$ cat config.mk
export PLATFORM = sky130hd
export DESIGN_NAME = region_perceived_brightness
export DESIGN_NICKNAME = d
export VERILOG_FILES = /design/src/hw/rtl/rpb_pkg.sv /design/src/hw/rtl/rpb_ctrl.sv /design/src/hw/rtl/rpb_datapath.sv /design/src/hw/rtl/region_perceived_brightness.sv
export SDC_FILE = /design/constraint.sdc
export NUM_CORES = 2
export LEC_CHECK = 0
export BUFFER_PORTS_ARGS = -buffer_cell sky130_fd_sc_hd__buf_4
export CAP_MARGIN = 20
export CELL_PAD_IN_SITES_DETAIL_PLACEMENT = 1
export CELL_PAD_IN_SITES_GLOBAL_PLACEMENT = 2
export CORE_MARGIN = 8
export CORE_UTILIZATION = 46
export CTS_CLUSTER_DIAMETER = 100
export CTS_CLUSTER_SIZE = 24
export DETAILED_ROUTE_END_ITERATION = 10
export PLACE_DENSITY_LB_ADDON = 0.15
export SLEW_MARGIN = 20
export SYNTH_ARGS = -nofsm -noshare
export SYNTH_HDL_FRONTEND = slang
export SYNTH_HIERARCHICAL = 1
export SYNTH_SLANG_ARGS = --single-unit
$ cat constraint.sdc
create_clock -name clk -period 15.05 [get_ports clk]
set_input_delay 0.7525 -clock clk [delete_from_list [all_inputs] [get_ports clk]]
set_output_delay 0.7525 -clock clk [all_outputs]
set_load 0.03 [all_outputs]
$ cat src/hw/rtl/rpb_pkg.sv
// ----------------------------------------------------------------------------
// rpb_pkg
// Shared types and constants of the region perceived brightness meter.
// ----------------------------------------------------------------------------
package rpb_pkg;

  localparam logic [15:0] WEIGHT_RED   = 16'd19595;
  localparam logic [15:0] WEIGHT_GREEN = 16'd38470;
  localparam logic [15:0] WEIGHT_BLUE  = 16'd7471;
  localparam logic [7:0]  FULL_SCALE   = 8'd255;

  localparam int SUM_W   = 40;
  localparam int TALLY_W = 25;
  localparam int WSUM_W  = 32;

  localparam logic [2:0] REG_IMAGE_WIDTH   = 3'd0;
  localparam logic [2:0] REG_REGION_LEFT   = 3'd1;
  localparam logic [2:0] REG_REGION_TOP    = 3'd2;
  localparam logic [2:0] REG_REGION_WIDTH  = 3'd3;
  localparam logic [2:0] REG_REGION_HEIGHT = 3'd4;

  // Commands from the controller to the datapath.
  typedef struct packed {
    logic load;     // capture a new pixel, start the root
    logic root;     // one root iteration
    logic acc;      // accumulate and advance position
    logic div_go;   // start the frame division
    logic div_step; // one division iteration
    logic finish;   // latch result, clear frame state
  } rpb_cmd_t;

  // Status from the datapath to the controller.
  typedef struct packed {
    logic root_done;
    logic div_done;
    logic last;
  } rpb_sts_t;

endpackage

$ cat src/hw/rtl/rpb_ctrl.sv
// ----------------------------------------------------------------------------
// rpb_ctrl
// Sequencer that steps one pixel through root, accumulation and, on the
// frame's last pixel, the average division.
// ----------------------------------------------------------------------------
module rpb_ctrl
  import rpb_pkg::*;
(
  input  logic     clk,
  input  logic     rst_n,
  input  logic     in_valid,
  output logic     in_ready,
  output logic     out_valid,
  input  logic     out_ready,
  input  rpb_sts_t sts,
  output rpb_cmd_t cmd
);

  localparam logic [2:0] ST_IDLE = 3'd0;
  localparam logic [2:0] ST_ROOT = 3'd1;
  localparam logic [2:0] ST_ACC  = 3'd2;
  localparam logic [2:0] ST_DIV  = 3'd3;
  localparam logic [2:0] ST_FIN  = 3'd4;

  logic [2:0] state_r, state_nxt;
  logic       out_valid_r, out_valid_nxt;

  // A new pixel is taken once the previous result has left or leaves now.
  assign in_ready  = (state_r == ST_IDLE) && (!out_valid_r || out_ready);
  assign out_valid = out_valid_r;

  always_comb begin
    state_nxt     = state_r;
    out_valid_nxt = out_valid_r;
    cmd           = '0;
    if (out_valid_r && out_ready) begin
      out_valid_nxt = 1'b0;
    end
    case (state_r)
      ST_IDLE: begin
        if (in_valid && in_ready) begin
          cmd.load  = 1'b1;
          state_nxt = ST_ROOT;
        end
      end
      ST_ROOT: begin
        cmd.root = 1'b1;
        if (sts.root_done) begin
          state_nxt = ST_ACC;
        end
      end
      ST_ACC: begin
        cmd.acc = 1'b1;
        if (sts.last) begin
          cmd.div_go = 1'b1;
          state_nxt  = ST_DIV;
        end else begin
          out_valid_nxt = 1'b1;
          state_nxt     = ST_IDLE;
        end
      end
      ST_DIV: begin
        cmd.div_step = 1'b1;
        if (sts.div_done) begin
          state_nxt = ST_FIN;
        end
      end
      ST_FIN: begin
        cmd.finish    = 1'b1;
        out_valid_nxt = 1'b1;
        state_nxt     = ST_IDLE;
      end
      default: begin
        state_nxt = ST_IDLE;
      end
    endcase
  end

  always_ff @(posedge clk) begin
    if (!rst_n) begin
      state_r     <= ST_IDLE;
      out_valid_r <= 1'b0;
    end else begin
      state_r     <= state_nxt;
      out_valid_r <= out_valid_nxt;
    end
  end

endmodule

$ cat src/hw/rtl/rpb_datapath.sv
// ----------------------------------------------------------------------------
// rpb_datapath
// Weighted square sum, bit-serial square root, region accumulators and a
// restoring divider for the frame average.
// ----------------------------------------------------------------------------
module rpb_datapath
  import rpb_pkg::*;
#(
  parameter int MAX_DIMENSION = 4096,
  parameter int DIM_W         = $clog2(MAX_DIMENSION + 1),
  parameter int POS_W         = $clog2(MAX_DIMENSION)
)
(
  input  logic             clk,
  input  logic             rst_n,
  input  rpb_cmd_t         cmd,
  output rpb_sts_t         sts,
  input  logic [7:0]       in_red,
  input  logic [7:0]       in_green,
  input  logic [7:0]       in_blue,
  input  logic             in_frame_end,
  input  logic [DIM_W-1:0] image_width,
  input  logic [11:0]      region_left,
  input  logic [11:0]      region_top,
  input  logic [12:0]      region_width,
  input  logic [12:0]      region_height,
  output logic [15:0]      out_pixel_level,
  output logic [15:0]      out_region_average,
  output logic             out_average_valid,
  output logic             out_region_empty
);

  localparam int QW   = SUM_W + 8;        // dividend width
  localparam int DVW  = TALLY_W + 8;      // divisor width
  localparam int CNTW = $clog2(QW + 1);
  localparam logic [CNTW-1:0] QW_C = CNTW'(QW);
  localparam logic [POS_W-1:0] ROW_MAX = POS_W'(MAX_DIMENSION - 1);

  // Pixel capture: squares are registered before the weights are applied.
  logic [15:0]       rsq_r, gsq_r, bsq_r;
  logic              last_r;
  logic              wsum_ok_r;
  logic [WSUM_W-1:0] rem_r;
  logic [15:0]       res_r;
  logic [4:0]        rcnt_r;
  logic [15:0]       level_r;

  // Root iteration: two bits of the radicand per cycle, one result bit.
  logic [WSUM_W-1:0] wsum;
  logic [WSUM_W-1:0] wsum_r;
  logic [WSUM_W+1:0] trial;
  logic [WSUM_W+1:0] rem_sh;
  logic [15:0]       res_root;

  assign wsum = 32'(WEIGHT_RED) * 32'(rsq_r) + 32'(WEIGHT_GREEN) * 32'(gsq_r)
              + 32'(WEIGHT_BLUE) * 32'(bsq_r);
  assign rem_sh   = {rem_r, wsum_r[WSUM_W-1 -: 2]};
  assign trial    = {16'd0, res_r, 2'b01};
  assign res_root = res_r;

  // Position and accumulators.
  logic [POS_W-1:0]   col_r, row_r;
  logic [SUM_W-1:0]   sum_r;
  logic [TALLY_W-1:0] tally_r;
  logic [DIM_W-1:0]   eff_w;
  logic               in_region;
  logic [SUM_W:0]     sum_add;
  logic [13:0]        col_hi, row_hi;

  always_comb begin
    eff_w = image_width;
    if (image_width == '0) begin
      eff_w = DIM_W'(1);
    end else if (32'(image_width) > MAX_DIMENSION) begin
      eff_w = DIM_W'(MAX_DIMENSION);
    end
  end

  assign col_hi    = 14'(region_left) + 14'(region_width);
  assign row_hi    = 14'(region_top) + 14'(region_height);
  assign in_region = (32'(col_r) >= 32'(region_left)) && (32'(col_r) < 32'(col_hi))
                  && (32'(row_r) >= 32'(region_top)) && (32'(row_r) < 32'(row_hi))
                  && (32'(col_r) < 32'(eff_w));
  assign sum_add = {1'b0, sum_r} + (SUM_W+1)'(level_r);

  // Divider: q = floor(sum * 256 / (255 * tally)), restoring, one bit a cycle.
  logic [QW-1:0]   dvd_r;
  logic [DVW-1:0]  dvs_r;
  logic [DVW:0]    prem_r;
  logic [CNTW-1:0] dcnt_r;
  logic [DVW:0]    prem_sh;
  logic [DVW+1:0]  prem_sub;
  logic            empty_r;

  assign prem_sh  = {prem_r[DVW-1:0], dvd_r[QW-1]};
  assign prem_sub = {1'b0, prem_sh} - {2'b00, dvs_r};

  assign sts.root_done = (rcnt_r == 5'd15);
  assign sts.div_done  = (dcnt_r == QW_C - CNTW'(1));
  assign sts.last      = last_r;

  logic [15:0] avg_r;
  logic        avgv_r;

  always_ff @(posedge clk) begin
    if (cmd.load) begin
      rsq_r     <= in_red * in_red;
      gsq_r     <= in_green * in_green;
      bsq_r     <= in_blue * in_blue;
      last_r    <= in_frame_end;
      wsum_ok_r <= 1'b0;
      rem_r     <= '0;
      res_r     <= '0;
      rcnt_r    <= '0;
    end
    if (cmd.root) begin
      if (!wsum_ok_r) begin
        wsum_r    <= wsum;
        wsum_ok_r <= 1'b1;
      end else begin
        wsum_r <= {wsum_r[WSUM_W-3:0], 2'b00};
        rcnt_r <= rcnt_r + 5'd1;
        if (rem_sh >= trial) begin
          rem_r <= WSUM_W'(rem_sh - trial);
          res_r <= {res_root[14:0], 1'b1};
          if (rcnt_r == 5'd15) level_r <= {res_root[14:0], 1'b1};
        end else begin
          rem_r <= WSUM_W'(rem_sh);
          res_r <= {res_root[14:0], 1'b0};
          if (rcnt_r == 5'd15) level_r <= {res_root[14:0], 1'b0};
        end
      end
    end
    if (cmd.div_go) begin
      dvd_r  <= {(in_region && sum_add[SUM_W]) ? {SUM_W{1'b1}} :
                 (in_region ? sum_add[SUM_W-1:0] : sum_r), 8'd0};
      dvs_r  <= DVW'(FULL_SCALE) * DVW'((in_region && tally_r != '1) ?
                 tally_r + TALLY_W'(1) : tally_r);
      empty_r <= !in_region && (tally_r == '0);
      prem_r <= '0;
      dcnt_r <= '0;
    end
    if (cmd.div_step) begin
      dcnt_r <= dcnt_r + CNTW'(1);
      if (!prem_sub[DVW+1]) begin
        prem_r <= prem_sub[DVW:0];
        dvd_r  <= {dvd_r[QW-2:0], 1'b1};
      end else begin
        prem_r <= prem_sh;
        dvd_r  <= {dvd_r[QW-2:0], 1'b0};
      end
    end
  end

  // Frame state and result registers.
  always_ff @(posedge clk) begin
    if (!rst_n) begin
      col_r   <= '0;
      row_r   <= '0;
      sum_r   <= '0;
      tally_r <= '0;
      avgv_r  <= 1'b0;
      avg_r   <= '0;
    end else begin
      if (cmd.acc) begin
        avgv_r <= 1'b0;
        avg_r  <= '0;
        if (in_region) begin
          sum_r <= sum_add[SUM_W] ? {SUM_W{1'b1}} : sum_add[SUM_W-1:0];
          if (tally_r != '1) tally_r <= tally_r + TALLY_W'(1);
        end
        if (!last_r) begin
          if (32'(col_r) + 1 >= 32'(eff_w)) begin
            col_r <= '0;
            if (row_r != ROW_MAX) row_r <= row_r + POS_W'(1);
          end else begin
            col_r <= col_r + POS_W'(1);
          end
        end
      end
      if (cmd.finish) begin
        avgv_r  <= 1'b1;
        avg_r   <= empty_r ? 16'd0 :
                   ((dvd_r[QW-1:16] != '0) ? 16'hFFFF : dvd_r[15:0]);
        sum_r   <= '0;
        tally_r <= '0;
        col_r   <= '0;
        row_r   <= '0;
      end
    end
  end

  assign out_pixel_level    = level_r;
  assign out_region_average = avg_r;
  assign out_average_valid  = avgv_r;
  assign out_region_empty   = avgv_r && empty_r;

endmodule

$ cat src/hw/rtl/region_perceived_brightness.sv
// ----------------------------------------------------------------------------
// region_perceived_brightness
// Per-pixel HSP brightness with a rectangular region average per frame.
// ----------------------------------------------------------------------------
// Sequence: an accepted pixel is captured, passes the 16-step square root
//   and is accumulated; frame-end words then pass the restoring average divider.
// A new pixel is taken only once the previous one is through and its word has left.
// Reset (synchronous, rst_n low): registers return to full-frame defaults,
//   position and accumulators clear, no word is pending.
module region_perceived_brightness
  import rpb_pkg::*;
#(
  parameter int MAX_DIMENSION = 4096
)
(
  input  logic        clk,
  input  logic        rst_n,
  input  logic        in_valid,
  output logic        in_ready,
  input  logic [7:0]  in_red,
  input  logic [7:0]  in_green,
  input  logic [7:0]  in_blue,
  input  logic        in_frame_end,
  output logic        out_valid,
  input  logic        out_ready,
  output logic [15:0] out_pixel_level,
  output logic [15:0] out_region_average,
  output logic        out_average_valid,
  output logic        out_region_empty,
  input  logic        cfg_valid,
  output logic        cfg_ready,
  input  logic [2:0]  cfg_index,
  input  logic [12:0] cfg_data
);

  localparam int DIM_W = $clog2(MAX_DIMENSION + 1);

  rpb_cmd_t cmd;
  rpb_sts_t sts;

  // Configuration registers, always writable; users must write only while idle (not enforced).
  logic [12:0] image_width_r;
  logic [11:0] region_left_r, region_top_r;
  logic [12:0] region_width_r, region_height_r;

  assign cfg_ready = 1'b1;

  always_ff @(posedge clk) begin
    if (!rst_n) begin
      image_width_r   <= 13'd4096;
      region_left_r   <= '0;
      region_top_r    <= '0;
      region_width_r  <= 13'd4096;
      region_height_r <= 13'd4096;
    end else if (cfg_valid && cfg_ready) begin
      case (cfg_index)
        REG_IMAGE_WIDTH:   image_width_r   <= cfg_data;
        REG_REGION_LEFT:   region_left_r   <= cfg_data[11:0];
        REG_REGION_TOP:    region_top_r    <= cfg_data[11:0];
        REG_REGION_WIDTH:  region_width_r  <= cfg_data;
        REG_REGION_HEIGHT: region_height_r <= cfg_data;
        default: ;
      endcase
    end
  end

  // Widths beyond the parameter's range clamp to the largest dimension.
  logic [DIM_W-1:0] image_width_eff;
  assign image_width_eff = (32'(image_width_r) > MAX_DIMENSION) ?
                           DIM_W'(MAX_DIMENSION) : DIM_W'(image_width_r);

  rpb_ctrl u_ctrl (
    .clk       (clk),
    .rst_n     (rst_n),
    .in_valid  (in_valid),
    .in_ready  (in_ready),
    .out_valid (out_valid),
    .out_ready (out_ready),
    .sts       (sts),
    .cmd       (cmd)
  );

  rpb_datapath #(
    .MAX_DIMENSION (MAX_DIMENSION)
  ) u_dp (
    .clk                (clk),
    .rst_n              (rst_n),
    .cmd                (cmd),
    .sts                (sts),
    .in_red             (in_red),
    .in_green           (in_green),
    .in_blue            (in_blue),
    .in_frame_end       (in_frame_end),
    .image_width        (image_width_eff),
    .region_left        (region_left_r),
    .region_top         (region_top_r),
    .region_width       (region_width_r),
    .region_height      (region_height_r),
    .out_pixel_level    (out_pixel_level),
    .out_region_average (out_region_average),
    .out_average_valid  (out_average_valid),
    .out_region_empty   (out_region_empty)
  );

endmodule

==> impl_metrics.csv <==
group,metric,value,unit
critical_path,worst_path_dominant_cell_family,"compound AO/OA/AOI/OAI gates",
critical_path,reg2reg_slack,5.21,ns
layout,final_core_util,49.2,%
drt,dr_total_vias,34000,
timing,fmax,102,MHz
synth,ys_seq_area_share,23.6,%
drt,ant_nets,0,
clock_network,h-tree-depth,1,
timing,rsz0062_at_grt,"no",
clock_network,cts.clk_slew.worst_paths,0.10,ns
timing,final.min_clock_period,9.84,ns
global_routing,grt_max_degree,91,
drt,initialDrtViolationCount,1436,
critical_path,crit_end,"u_dp/dvs_r[32]",
clock_network,clock-sinks,442,
worst_hold_path,hp-class,"in -> reg",
placed_design,place_congestion,0.834,
global_routing,grt_usage,20.2,%
clock_network,clock_latency,0.65,ns
synth,async_flop_share,0,%
synth,yosys.area_share.adder,36.5,%
synth,ys_types,105,
drt,drc,0,
timing,final_hold_viol_count,0,
global_routing,grt_pass1_vias,36400,
placed_design,port_buffers,81,
clock_network,cts_setup_buffers,0,
critical_path,cp_slowest_stage_delay,0.54,ns
synth,synth-simple-area-share,12.9,%
timing,slew_headroom,32.4,%
synth,yosysWarnings,6,
synth,synth_seq_cells,442,
floorplan,start_util,46.1,%
critical_path,worstReg2RegStart,"region_left_r[0]",
synth,synth_top_family_by_area,"adder cells",
placed_design,place_area,48700,um2
critical_path,worst_setup_path_start_kind,"flop",
status,outcome,"complete, no violations",
critical_path,required,15.52,ns
drt,drt_first_pass_iters,5,
synth,synth_compound_area_share,12.5,%
global_routing,antenna_found_initial,3,
clock_network,cts_resized,0,
layout,final_nets,6102,
placed_design,dp_hpwl,92300,um
floorplan,rows,117,
critical_path,timing.rr.end,"u_dp/dvs_r[32]",
timing,tightest_slew,1.01,ns
synth,synth_edf_count,215,
clock_network,cts_buffers,30,
timing,setup_tns,0,ns
critical_path,critPathLaunch,"region_left_r[0]",
synth,syn_inst,4960,
global_routing,grt_pass1_wl,189000,um
drt,wl_per_cell,17.9,um
critical_path,worst-path-stages,38,
synth,synth_mux_area_share,1.95,%
drt,vias_per_cell,5.34,
timing,finalCritPeriodShare,65.4,%
job,maxCapViolCount,0,
critical_path,cp_num_buf_inv,4,
critical_path,path_max_fanout,25,
critical_path,end_kind,"flop",
layout,finalInstanceArea,49800,um2
floorplan,fp.dieH,335,um
clock_network,cts_tree,"built",
synth,synthXorXnorAreaFrac,5.15,%
clock_network,hold_buffers,0,
critical_path,slowest_stage,"fa_1",
floorplan,pin_count,83,
floorplan,die_area,112000,um2
synth,syn_area,46700,um2
synth,avgSynthCellArea,9.42,um2
timing,setup_viol,0,
layout,mostFrequentLayoutCell,"inv_1",
layout,layout-drive-gt1-share,4.73,%
global_routing,overflow,0,
critical_path,cp.arrival,10.31,ns
floorplan,core_area,101000,um2
critical_path,r2r_cells,38,
clock_network,cts_root_buffer,"clkbuf_16",
layout,syn_to_final_growth,6.66,%
clock_network,cts_buffer_depth,3,
timing,drv_slew,0,
drt,drt-total-wl,114000,um
timing,skew,0.0315,ns
floorplan,die_w,335,um
layout,mostFrequentLayoutCells,"756 x inv_1, 636 x ha_1, 452 x fa_1, 442 x nand2_1",
synth,synthFlopType,"dfxtp_1",
critical_path,crit_type,"reg -> reg",
how the worst min path moves through the flow:
stage                    from  slack [ns]                      end  cells past startpoint
2_1_floorplan  u_dp/rcnt_r[3]        0.43           u_dp/rcnt_r[3]                      1
3_3_place_gp    u_dp/res_r[2]        0.44  u_dp/out_pixel_level[3]                      0
3_5_place_dp    u_dp/res_r[5]        0.45  u_dp/out_pixel_level[6]                      0
4_1_cts          in_frame_end        0.23              u_dp/last_r                      1
5_1_grt          in_frame_end        0.25              u_dp/last_r                      1
6_report         in_frame_end        0.29              u_dp/last_r                      1
through the flow:
stage / hold slack, ns / worst slack [ns] / instances
finish: 0.293 / 5.21 / 6361
detailed placement: 0.445 / 5.34 / 6303
global route: 0.249 / 4.34 / 6360
CTS: 0.235 / 5.20 / 6359
global placement: 0.445 / 5.68 / 6301
floorplan: 0.429 / 6.72 / 4974
metal layers:
layer  track usage, %  part of all wire (%)  vias to the layer above
li1                 -                     -                    16800
met5                0                     0                        -
met1             28.3                    49                    16800
met4             3.80                   1.8                        0
met3             1.72                   2.2                      109
met2             34.4                    47                      267
layout make-up:
type,count,area (um2)
well taps,1368,1710
fillers,11700,51500
flip-flops and latches,442,11000
clock inverters,18,267
clock buffers,38,835
diodes,1,2.50
repair buffers,107,838
multi-input cells,3628,32300
inverters,759,2850
cell usage after synthesis, drive strengths merged, types with 45 or more instances:
master  instances  share of area (%)
a21o           76                1.2
xnor2         170                3.2
nor3           63               0.69
nand2         444                3.6
xor2           98                1.9
ha            636                 17
nor2b          57               0.76
dfxtp         227                9.7
and2           78                1.1
clkbuf        105               0.84
and3           45               0.60
a21oi         256                2.8
mux2i          82                1.8
a211oi         46               0.78
o21a           46               0.74
inv           758                6.1
nor2          247                2.0
fa            452                 19
o21ai         253                2.7
edfxtp        215                 14
nand3         123                1.3
worst register-to-register path, delay by kind of cell (launching register included):
family	cells	cell delay, ns
adder cells (fa/ha/maj)	8	3.30
buffers and inverters	4	0.33
XOR/XNOR	2	0.56
AND/OR/NAND/NOR	8	1.40
flip-flops	1	0.35
AO/OA/AOI/OAI	16	3.73
logic make-up after synthesis:
family | count (synthesis)
flops | 442
buf+inv | 904
xor+xnor | 269
compound gates | 912
simple gates | 1249
other cells | 3
mux | 90
fa+ha+maj | 1091
flip-flops by register name, summed over array words and instances, names as in the netlist, 3 cells and up:
signal and count:
u_dp/gsq_r 15, u_dp/out_pixel_level 16, u_dp/dvs_r 33, u_dp/sum_r 40, u_dp/out_region_average 16, u_dp/tally_r 25, u_dp/res_r 16, u_ctrl/state_r 3
u_dp/dvd_r 48, region_height_r 13, u_dp/col_r 12, region_width_r 13, u_dp/rcnt_r 5, u_dp/wsum_r 32, u_dp/prem_r 33, u_dp/bsq_r 15
u_dp/row_r 12, region_top_r 12, image_width_r 13, u_dp/rem_r 32, u_dp/rsq_r 15, u_dp/dcnt_r 6, region_left_r 12
Power is not shown: default switching activity piles up to over one toggle a cycle in this logic, so the estimate is an artifact.
